**config.mk**
```make
export PLATFORM = sky130hd
export DESIGN_NAME = rv64im_instruction_classifier
export DESIGN_NICKNAME = d
export VERILOG_FILES = /design/src/hw/rtl/rvic_pkg.sv /design/src/hw/rtl/rvic_decode.sv /design/src/hw/rtl/rv64im_instruction_classifier.sv
export SDC_FILE = /design/constraint.sdc
export NUM_CORES = 1
export LEC_CHECK = 0
export BUFFER_PORTS_ARGS = -buffer_cell sky130_fd_sc_hd__buf_4
export CAP_MARGIN = 10
export CORE_UTILIZATION = 60
export DETAILED_ROUTE_END_ITERATION = 8
export GPL_TIMING_DRIVEN = 1
export PLACE_DENSITY = 0.89
export SETUP_SLACK_MARGIN = 0.05
export SLEW_MARGIN = 10
export SYNTH_ARGS = -nofsm -noshare
export SYNTH_HDL_FRONTEND = slang
export SYNTH_SLANG_ARGS = --single-unit
```
**constraint.sdc**
```tcl
create_clock -name clk -period 5.6 [get_ports clk]
set_clock_uncertainty 0.05 [all_clocks]
set_input_delay 1.12 -clock clk [delete_from_list [all_inputs] [get_ports clk]]
set_output_delay 1.12 -clock clk [all_outputs]
set_load 0.05 [all_outputs]
```
**src/hw/rtl/rvic_pkg.sv**
```systemverilog
`default_nettype none

package rvic_pkg;

	localparam int ClassWidth = 7;

	typedef logic [ClassWidth-1:0] class_t;
	typedef logic [6:0]            opcode_t;
	typedef logic [2:0]            funct3_t;
	typedef logic [6:0]            funct7_t;
	typedef logic [5:0]            funct6_t;

	typedef struct packed {
		class_t instr_class;
		logic   unknown_opcode;
	} rvic_result_t;

	localparam opcode_t OP_LUI      = 7'b0110111;
	localparam opcode_t OP_AUIPC    = 7'b0010111;
	localparam opcode_t OP_JAL      = 7'b1101111;
	localparam opcode_t OP_JALR     = 7'b1100111;
	localparam opcode_t OP_BRANCH   = 7'b1100011;
	localparam opcode_t OP_LOAD     = 7'b0000011;
	localparam opcode_t OP_STORE    = 7'b0100011;
	localparam opcode_t OP_IMM      = 7'b0010011;
	localparam opcode_t OP_REG      = 7'b0110011;
	localparam opcode_t OP_MISC_MEM = 7'b0001111;
	localparam opcode_t OP_SYSTEM   = 7'b1110011;
	localparam opcode_t OP_IMM_32   = 7'b0011011;
	localparam opcode_t OP_REG_32   = 7'b0111011;

	localparam funct7_t F7_BASE = 7'b0000000;
	localparam funct7_t F7_MULDIV = 7'b0000001;
	localparam funct7_t F7_ALT = 7'b0100000;
	localparam funct6_t F6_BASE = 6'b000000;
	localparam funct6_t F6_ALT = 6'b010000;

	localparam logic [31:0] WORD_ECALL  = 32'h00000073;
	localparam logic [31:0] WORD_EBREAK = 32'h00100073;

	localparam class_t CLS_LUI     = 7'd0;
	localparam class_t CLS_AUIPC   = 7'd1;
	localparam class_t CLS_JAL     = 7'd2;
	localparam class_t CLS_JALR    = 7'd3;
	localparam class_t CLS_BEQ     = 7'd4;
	localparam class_t CLS_BNE     = 7'd5;
	localparam class_t CLS_BLT     = 7'd6;
	localparam class_t CLS_BGE     = 7'd7;
	localparam class_t CLS_BLTU    = 7'd8;
	localparam class_t CLS_BGEU    = 7'd9;
	localparam class_t CLS_LB      = 7'd10;
	localparam class_t CLS_LH      = 7'd11;
	localparam class_t CLS_LW      = 7'd12;
	localparam class_t CLS_LBU     = 7'd13;
	localparam class_t CLS_LHU     = 7'd14;
	localparam class_t CLS_LWU     = 7'd15;
	localparam class_t CLS_LD      = 7'd16;
	localparam class_t CLS_SB      = 7'd17;
	localparam class_t CLS_SH      = 7'd18;
	localparam class_t CLS_SW      = 7'd19;
	localparam class_t CLS_SD      = 7'd20;
	localparam class_t CLS_ADDI    = 7'd21;
	localparam class_t CLS_SLTI    = 7'd22;
	localparam class_t CLS_SLTIU   = 7'd23;
	localparam class_t CLS_XORI    = 7'd24;
	localparam class_t CLS_ORI     = 7'd25;
	localparam class_t CLS_ANDI    = 7'd26;
	localparam class_t CLS_SLLI    = 7'd27;
	localparam class_t CLS_SRLI    = 7'd28;
	localparam class_t CLS_SRAI    = 7'd29;
	localparam class_t CLS_ADD     = 7'd30;
	localparam class_t CLS_SUB     = 7'd31;
	localparam class_t CLS_SLL     = 7'd32;
	localparam class_t CLS_SLT     = 7'd33;
	localparam class_t CLS_SLTU    = 7'd34;
	localparam class_t CLS_XOR     = 7'd35;
	localparam class_t CLS_SRL     = 7'd36;
	localparam class_t CLS_SRA     = 7'd37;
	localparam class_t CLS_OR      = 7'd38;
	localparam class_t CLS_AND     = 7'd39;
	localparam class_t CLS_MUL     = 7'd40;
	localparam class_t CLS_MULH    = 7'd41;
	localparam class_t CLS_MULHSU  = 7'd42;
	localparam class_t CLS_MULHU   = 7'd43;
	localparam class_t CLS_DIV     = 7'd44;
	localparam class_t CLS_DIVU    = 7'd45;
	localparam class_t CLS_REM     = 7'd46;
	localparam class_t CLS_REMU    = 7'd47;
	localparam class_t CLS_FENCE   = 7'd48;
	localparam class_t CLS_FENCE_I = 7'd49;
	localparam class_t CLS_ECALL   = 7'd50;
	localparam class_t CLS_EBREAK  = 7'd51;
	localparam class_t CLS_CSRRW   = 7'd52;
	localparam class_t CLS_CSRRS   = 7'd53;
	localparam class_t CLS_CSRRC   = 7'd54;
	localparam class_t CLS_CSRRWI  = 7'd55;
	localparam class_t CLS_CSRRSI  = 7'd56;
	localparam class_t CLS_CSRRCI  = 7'd57;
	localparam class_t CLS_ADDIW   = 7'd58;
	localparam class_t CLS_SLLIW   = 7'd59;
	localparam class_t CLS_SRLIW   = 7'd60;
	localparam class_t CLS_SRAIW   = 7'd61;
	localparam class_t CLS_ADDW    = 7'd62;
	localparam class_t CLS_SUBW    = 7'd63;
	localparam class_t CLS_SLLW    = 7'd64;
	localparam class_t CLS_SRLW    = 7'd65;
	localparam class_t CLS_SRAW    = 7'd66;
	localparam class_t CLS_MULW    = 7'd67;
	localparam class_t CLS_DIVW    = 7'd68;
	localparam class_t CLS_DIVUW   = 7'd69;
	localparam class_t CLS_REMW    = 7'd70;
	localparam class_t CLS_REMUW   = 7'd71;
	localparam class_t CLS_NONE    = 7'd72;

endpackage

`default_nettype wire

```
**src/hw/rtl/rvic_decode.sv**
```systemverilog
`default_nettype none

module rvic_decode
	import rvic_pkg::*;
(
	input  wire logic [31:0] instruction,
	output rvic_result_t     result
);

	opcode_t op;
	funct3_t f3;
	funct7_t f7;
	funct6_t f6;

	assign op = instruction[6:0];
	assign f3 = instruction[14:12];
	assign f7 = instruction[31:25];
	assign f6 = instruction[31:26];

	always_comb begin
		result.instr_class    = CLS_NONE;
		result.unknown_opcode = 1'b0;
		unique case (op)
			OP_LUI:   result.instr_class = CLS_LUI;
			OP_AUIPC: result.instr_class = CLS_AUIPC;
			OP_JAL:   result.instr_class = CLS_JAL;
			OP_JALR: begin
				if (f3 == 3'd0) result.instr_class = CLS_JALR;
			end
			OP_BRANCH: begin
				unique case (f3)
					3'd0:    result.instr_class = CLS_BEQ;
					3'd1:    result.instr_class = CLS_BNE;
					3'd4:    result.instr_class = CLS_BLT;
					3'd5:    result.instr_class = CLS_BGE;
					3'd6:    result.instr_class = CLS_BLTU;
					3'd7:    result.instr_class = CLS_BGEU;
					default: result.instr_class = CLS_NONE;
				endcase
			end
			OP_LOAD: begin
				unique case (f3)
					3'd0:    result.instr_class = CLS_LB;
					3'd1:    result.instr_class = CLS_LH;
					3'd2:    result.instr_class = CLS_LW;
					3'd3:    result.instr_class = CLS_LD;
					3'd4:    result.instr_class = CLS_LBU;
					3'd5:    result.instr_class = CLS_LHU;
					3'd6:    result.instr_class = CLS_LWU;
					default: result.instr_class = CLS_NONE;
				endcase
			end
			OP_STORE: begin
				unique case (f3)
					3'd0:    result.instr_class = CLS_SB;
					3'd1:    result.instr_class = CLS_SH;
					3'd2:    result.instr_class = CLS_SW;
					3'd3:    result.instr_class = CLS_SD;
					default: result.instr_class = CLS_NONE;
				endcase
			end
			OP_IMM: begin
				unique case (f3)
					3'd0: result.instr_class = CLS_ADDI;
					3'd1: begin
						if (f6 == F6_BASE) result.instr_class = CLS_SLLI;
					end
					3'd2: result.instr_class = CLS_SLTI;
					3'd3: result.instr_class = CLS_SLTIU;
					3'd4: result.instr_class = CLS_XORI;
					3'd5: begin
						if (f6 == F6_BASE) result.instr_class = CLS_SRLI;
						else if (f6 == F6_ALT) result.instr_class = CLS_SRAI;
					end
					3'd6: result.instr_class = CLS_ORI;
					3'd7: result.instr_class = CLS_ANDI;
					default: result.instr_class = CLS_NONE;
				endcase
			end
			OP_REG: begin
				if (f7 == F7_BASE) begin
					unique case (f3)
						3'd0: result.instr_class = CLS_ADD;
						3'd1: result.instr_class = CLS_SLL;
						3'd2: result.instr_class = CLS_SLT;
						3'd3: result.instr_class = CLS_SLTU;
						3'd4: result.instr_class = CLS_XOR;
						3'd5: result.instr_class = CLS_SRL;
						3'd6: result.instr_class = CLS_OR;
						3'd7: result.instr_class = CLS_AND;
						default: result.instr_class = CLS_NONE;
					endcase
				end else if (f7 == F7_MULDIV) begin
					unique case (f3)
						3'd0: result.instr_class = CLS_MUL;
						3'd1: result.instr_class = CLS_MULH;
						3'd2: result.instr_class = CLS_MULHSU;
						3'd3: result.instr_class = CLS_MULHU;
						3'd4: result.instr_class = CLS_DIV;
						3'd5: result.instr_class = CLS_DIVU;
						3'd6: result.instr_class = CLS_REM;
						3'd7: result.instr_class = CLS_REMU;
						default: result.instr_class = CLS_NONE;
					endcase
				end else if (f7 == F7_ALT) begin
					if (f3 == 3'd0) result.instr_class = CLS_SUB;
					else if (f3 == 3'd5) result.instr_class = CLS_SRA;
				end
			end
			OP_MISC_MEM: begin
				if (f3 == 3'd0) result.instr_class = CLS_FENCE;
				else if (f3 == 3'd1) result.instr_class = CLS_FENCE_I;
			end
			OP_SYSTEM: begin
				if (instruction == WORD_ECALL) begin
					result.instr_class = CLS_ECALL;
				end else if (instruction == WORD_EBREAK) begin
					result.instr_class = CLS_EBREAK;
				end else begin
					unique case (f3)
						3'd1:    result.instr_class = CLS_CSRRW;
						3'd2:    result.instr_class = CLS_CSRRS;
						3'd3:    result.instr_class = CLS_CSRRC;
						3'd5:    result.instr_class = CLS_CSRRWI;
						3'd6:    result.instr_class = CLS_CSRRSI;
						3'd7:    result.instr_class = CLS_CSRRCI;
						default: result.instr_class = CLS_NONE;
					endcase
				end
			end
			OP_IMM_32: begin
				if (f3 == 3'd0) result.instr_class = CLS_ADDIW;
				else if (f3 == 3'd1 && f7 == F7_BASE) result.instr_class = CLS_SLLIW;
				else if (f3 == 3'd5 && f7 == F7_BASE) result.instr_class = CLS_SRLIW;
				else if (f3 == 3'd5 && f7 == F7_ALT) result.instr_class = CLS_SRAIW;
			end
			OP_REG_32: begin
				if (f7 == F7_BASE) begin
					if (f3 == 3'd0) result.instr_class = CLS_ADDW;
					else if (f3 == 3'd1) result.instr_class = CLS_SLLW;
					else if (f3 == 3'd5) result.instr_class = CLS_SRLW;
				end else if (f7 == F7_ALT) begin
					if (f3 == 3'd0) result.instr_class = CLS_SUBW;
					else if (f3 == 3'd5) result.instr_class = CLS_SRAW;
				end else if (f7 == F7_MULDIV) begin
					unique case (f3)
						3'd0:    result.instr_class = CLS_MULW;
						3'd4:    result.instr_class = CLS_DIVW;
						3'd5:    result.instr_class = CLS_DIVUW;
						3'd6:    result.instr_class = CLS_REMW;
						3'd7:    result.instr_class = CLS_REMUW;
						default: result.instr_class = CLS_NONE;
					endcase
				end
			end
			default: begin
				result.instr_class    = CLS_NONE;
				result.unknown_opcode = 1'b1;
			end
		endcase
	end

endmodule

`default_nettype wire

```
**src/hw/rtl/rv64im_instruction_classifier.sv**
```systemverilog
// RV64IM instruction classifier.
// The input channel (in_valid, in_stall, instruction) takes one 32-bit
// instruction word per transaction. The output channel (out_valid, out_stall,
// instr_class, unknown_opcode) returns exactly one result per input
// transaction, in order. instr_class numbers the instruction classes from
// LUI as 0 up to REMUW as 71, and 72 marks an encoding that matches no
// instruction. unknown_opcode is set when the major opcode is not one of
// the thirteen that the block decodes.
// The word is captured in an input register and decoded into the output
// register, from which the result is offered. Throughput is one transaction
// per cycle while out_stall is low, set by the single decode stage.
// When the receiver stalls, the output register holds its result and the
// input register still takes one more word; in_stall rises only when both
// registers are full. Reset empties both stages and needs no further setup.
`default_nettype none

module rv64im_instruction_classifier
	import rvic_pkg::*;
(
	input  wire logic             clk,
	input  wire logic             arst_n,
	input  wire logic             in_valid,
	output logic                  in_stall,
	input  wire logic [31:0]      instruction,
	output logic                  out_valid,
	input  wire logic             out_stall,
	output logic [ClassWidth-1:0] instr_class,
	output logic                  unknown_opcode
);

	logic         valid_s1;
	logic [31:0]  instruction_s1;
	logic         valid_s2;
	rvic_result_t result_s2;
	rvic_result_t decoded;
	logic         advance_s2;
	logic         accept_in;

	assign advance_s2 = !valid_s2 || !out_stall;
	assign in_stall   = valid_s1 && !advance_s2;
	assign accept_in  = in_valid && !in_stall;

	always_ff @(posedge clk or negedge arst_n) begin
		if (!arst_n) begin
			valid_s1 <= 1'b0;
		end else if (accept_in) begin
			valid_s1 <= 1'b1;
		end else if (advance_s2) begin
			valid_s1 <= 1'b0;
		end
	end

	always_ff @(posedge clk) begin
		if (accept_in) begin
			instruction_s1 <= instruction;
		end
	end

	rvic_decode u_decode (
		.instruction (instruction_s1),
		.result      (decoded)
	);

	always_ff @(posedge clk or negedge arst_n) begin
		if (!arst_n) begin
			valid_s2 <= 1'b0;
		end else if (advance_s2) begin
			valid_s2 <= valid_s1;
		end
	end

	always_ff @(posedge clk) begin
		if (advance_s2 && valid_s1) begin
			result_s2 <= decoded;
		end
	end

	assign out_valid      = valid_s2;
	assign instr_class    = result_s2.instr_class;
	assign unknown_opcode = result_s2.unknown_opcode;

	a_stall_only_when_full: assert property (@(posedge clk) disable iff (!arst_n)
		in_stall |-> (valid_s1 && valid_s2 && out_stall))
		else $error("Input stalled while a stage was free.");

	a_accept_fills_s1: assert property (@(posedge clk) disable iff (!arst_n)
		accept_in |=> valid_s1)
		else $error("Accepted transaction did not reach the input register.");

	a_class_in_range: assert property (@(posedge clk) disable iff (!arst_n)
		out_valid |-> (instr_class <= CLS_NONE))
		else $error("Class id out of range.");

	a_unknown_gives_none: assert property (@(posedge clk) disable iff (!arst_n)
		(out_valid && unknown_opcode) |-> (instr_class == CLS_NONE))
		else $error("Unknown opcode with a valid class.");

endmodule

`default_nettype wire

```
==> impl_metrics.json <==
{
  "holdCritPathClass": "register to register",
  "num_rows": 24,
  "setup_tns_ns": 0,
  "worstHoldEndpoint": "out_valid",
  "post_cts_buffers": 0,
  "dp_hpwl_mm": 4.27,
  "wl_met3_um": 607,
  "synth_edf_count": 40,
  "crit_fanout": 4,
  "p_leak_nw": 1.14,
  "port_buffers": 45,
  "cts.path.max_buffers": 2,
  "die_area_mm2": 0.00477,
  "fin_nets": 339,
  "maxCapViolCount": 0,
  "fin_crit_ns": 2.77,
  "r2r-end": "instr_class[2]",
  "yosysTopAreaCell": "edfxtp_1",
  "root_buffer": "clkbuf_8",
  "yosys-top-cells-area": "edfxtp_1 44%, dfxtp_1 5.9%, nor2_1 3.1%",
  "synth_compound_area_share_pct": 17.5,
  "synth_cell_types": 60,
  "coreArea_mm2": 0.00435,
  "max_freq_ghz": 0.361,
  "synth_area_mm2": 0.00270,
  "synthMuxAreaShare_pct": 2.69,
  "reg2reg_slack_ns": 2.94,
  "ant_nets": 0,
  "p_per_area_mw_per_mm2": 250,
  "hold_viol": 0,
  "io_pins": 46,
  "tightest_slew_ns": 1.02,
  "r2r_start": "instruction_s1[14]",
  "stdcell_count": 352,
  "cts_resized": 0,
  "first_global_vias": 2130,
  "synth_seq_cells": 50,
  "status": "complete, no violations",
  "vias": 2314,
  "htree_num_levels": 2,
  "grtUsageTotal_pct": 25.3,
  "cts_inserted_buffers": 5,
  "wl_mm": 5.98,
  "wirelength_met1_mm": 2.38,
  "async_reset_ff_share_pct": 4.00,
  "clock-sinks": 50,
  "synth_top_family_by_area": "simple AND/OR/NAND/NOR gates",
  "fillers": 313,
  "synth_top_cell_area_share_pct": 44.5,
  "grt_max_degree": 33,
  "endpoint_kind": "output pin",
  "synth_fa_ha_area_share_pct": 2.22,
  "fp.dieH_um": 69.1,
  "drv_slew": 0,
  "start_util_pct": 62.0,
  "overflow": 0,
  "min_path_cells": 1,
  "cpPeakStageDelay_ns": 0.19,
  "criticalPathCategory": "input port to output pin",
  "synth_xor_area_share_pct": 0.648,
  "worstSetupStartpointType": "input port",
  "worstPathArrival_ns": 1.60,
  "met2_wirelength_mm": 2.83,
  "yosysMostFrequentCell": "edfxtp_1",
  "relSlewSlack_pct": 31.2,
  "crit_required_ns": 4.43,
  "n_antenna_cell": 0,
  "grt_pass1_wl_mm": 9.54,
  "drive_gt1_share_pct": 21.7,
  "routabilityCongestion": 0.981,
  "synth-simple-area-share_pct": 21.1,
  "syn_avg_cell_area_um2": 10.3,
  "grt_setup_unrepaired": "no",
  "finalCritPeriodShare_pct": 49.4,
  "synth_warnings": 0,
  "drc_errors": 0,
  "routed.top_layer": "met4",
  "synth_seq_area_share_pct": 52.2,
  "drt_iter0_drc": 346,
  "clk_latency_ns": 0.30,
  "holdBufCountCts": 0,
  "drt-wirelength-per-cell_um": 17.0,
  "area_growth_pct": 15.9,
  "fp.dieW_um": 69.1,
  "cp_common_cell": "buf_4",
  "crit_slowest_cell": "buf_4",
  "antenna_found_initial": 0,
  "tritoncts": "done",
  "syn-num-nets": 303,
  "syn_inst": 263,
  "min_from": "valid_s1",
  "clkTransAtPathRegs_ns": 0.09,
  "synthTopCellsByCount": "40 x edfxtp_1, 22 x nor2_1, 17 x nand2_1",
  "reg2reg_depth": 6,
  "dr.pass1.iters": 5,
  "ys.flop_type": "edfxtp_1",
  "cp_cell_sequence": "buf_4, nand3_1, inv_1, buf_4",
  "vdd_drop_max_mv": 0.201,
  "place_inst": 344,
  "viasPerCell": 6.57,
  "setup_violations": 0
}
stage by stage:
step	total power, W	worst slack [ns]	cell area (um2)	util (%)	hold slack (ns)
floorplan	0.000537	2.75	2700	-	0.393
global placement	0.000580	2.84	3040	69.9	0.409
detailed placement	0.000582	2.83	3040	69.9	0.423
CTS	0.000782	2.82	3130	71.9	0.444
global route	0.000812	2.79	3130	71.9	0.482
finish	0.000782	2.83	3130	71.9	0.440
power breakdown:
group          internal (W)  total, W  switching (W)
Clock             0.0000876  0.000206       0.000118
Combinational     0.0000487  0.000115      0.0000664
Sequential         0.000432  0.000461      0.0000288
area by class of cell:
type | instances | area [um2] | share of cell area (%)
clock buffers | 5 | 68.8 | 2.20
clock inverters | 3 | 18.8 | 0.600
inverters | 8 | 30.0 | 0.959
multi-input cells | 188 | 1190 | 38.0
flip-flops and latches | 50 | 1410 | 45.1
well taps | 52 | 65.1 | 2.08
repair buffers | 46 | 345 | 11.0
worst max-delay path by stage:
stage	slack [ns]	end	cells past startpoint	from
final	2.83	in_stall	4	out_stall
after global routing	2.79	in_stall	4	out_stall
after CTS	2.82	in_stall	4	out_stall
after detailed placement	2.83	in_stall	4	out_stall
after global placement	2.84	in_stall	4	out_stall
after floorplan	2.75	register	5	out_stall
layout by cell type (no fill, tap or decap), drive strengths merged, types with 5 or more instances in the layout:
cell	synthesis	layout
a21oi	14	14
o21ai	17	17
nor4	7	7
mux2i	5	5
edfxtp	40	40
nor3	15	15
nor2	22	22
nand2	17	17
clkbuf	12	5
dfxtp	8	8
or3	6	6
a31oi	7	7
buf	5	46
inv	7	8
nand3	8	8
per-layer routing:
metal | vias up | track usage [%]
li1 | 1084 | -
met1 | 1042 | 33.1
met2 | 167 | 41.4
met3 | 21 | 5.12
met4 | 0 | 9.75
met5 | - | 0
worst max-delay path: cells and delay by family:
kind	cells	cell delay, ns
buffers and inverters	3	0.36
AND/OR/NAND/NOR	1	0.12
cells by family (layout without fill, tap and decap cells):
kind of cell    after synthesis  in the layout
simple gates                102            102
compound gates               72             72
flops                        50             50
buf+inv                      25             62
mux                           7              7
fa+ha+maj                     5              5
xor+xnor                      2              2
Power figures use the tool's default switching activity.
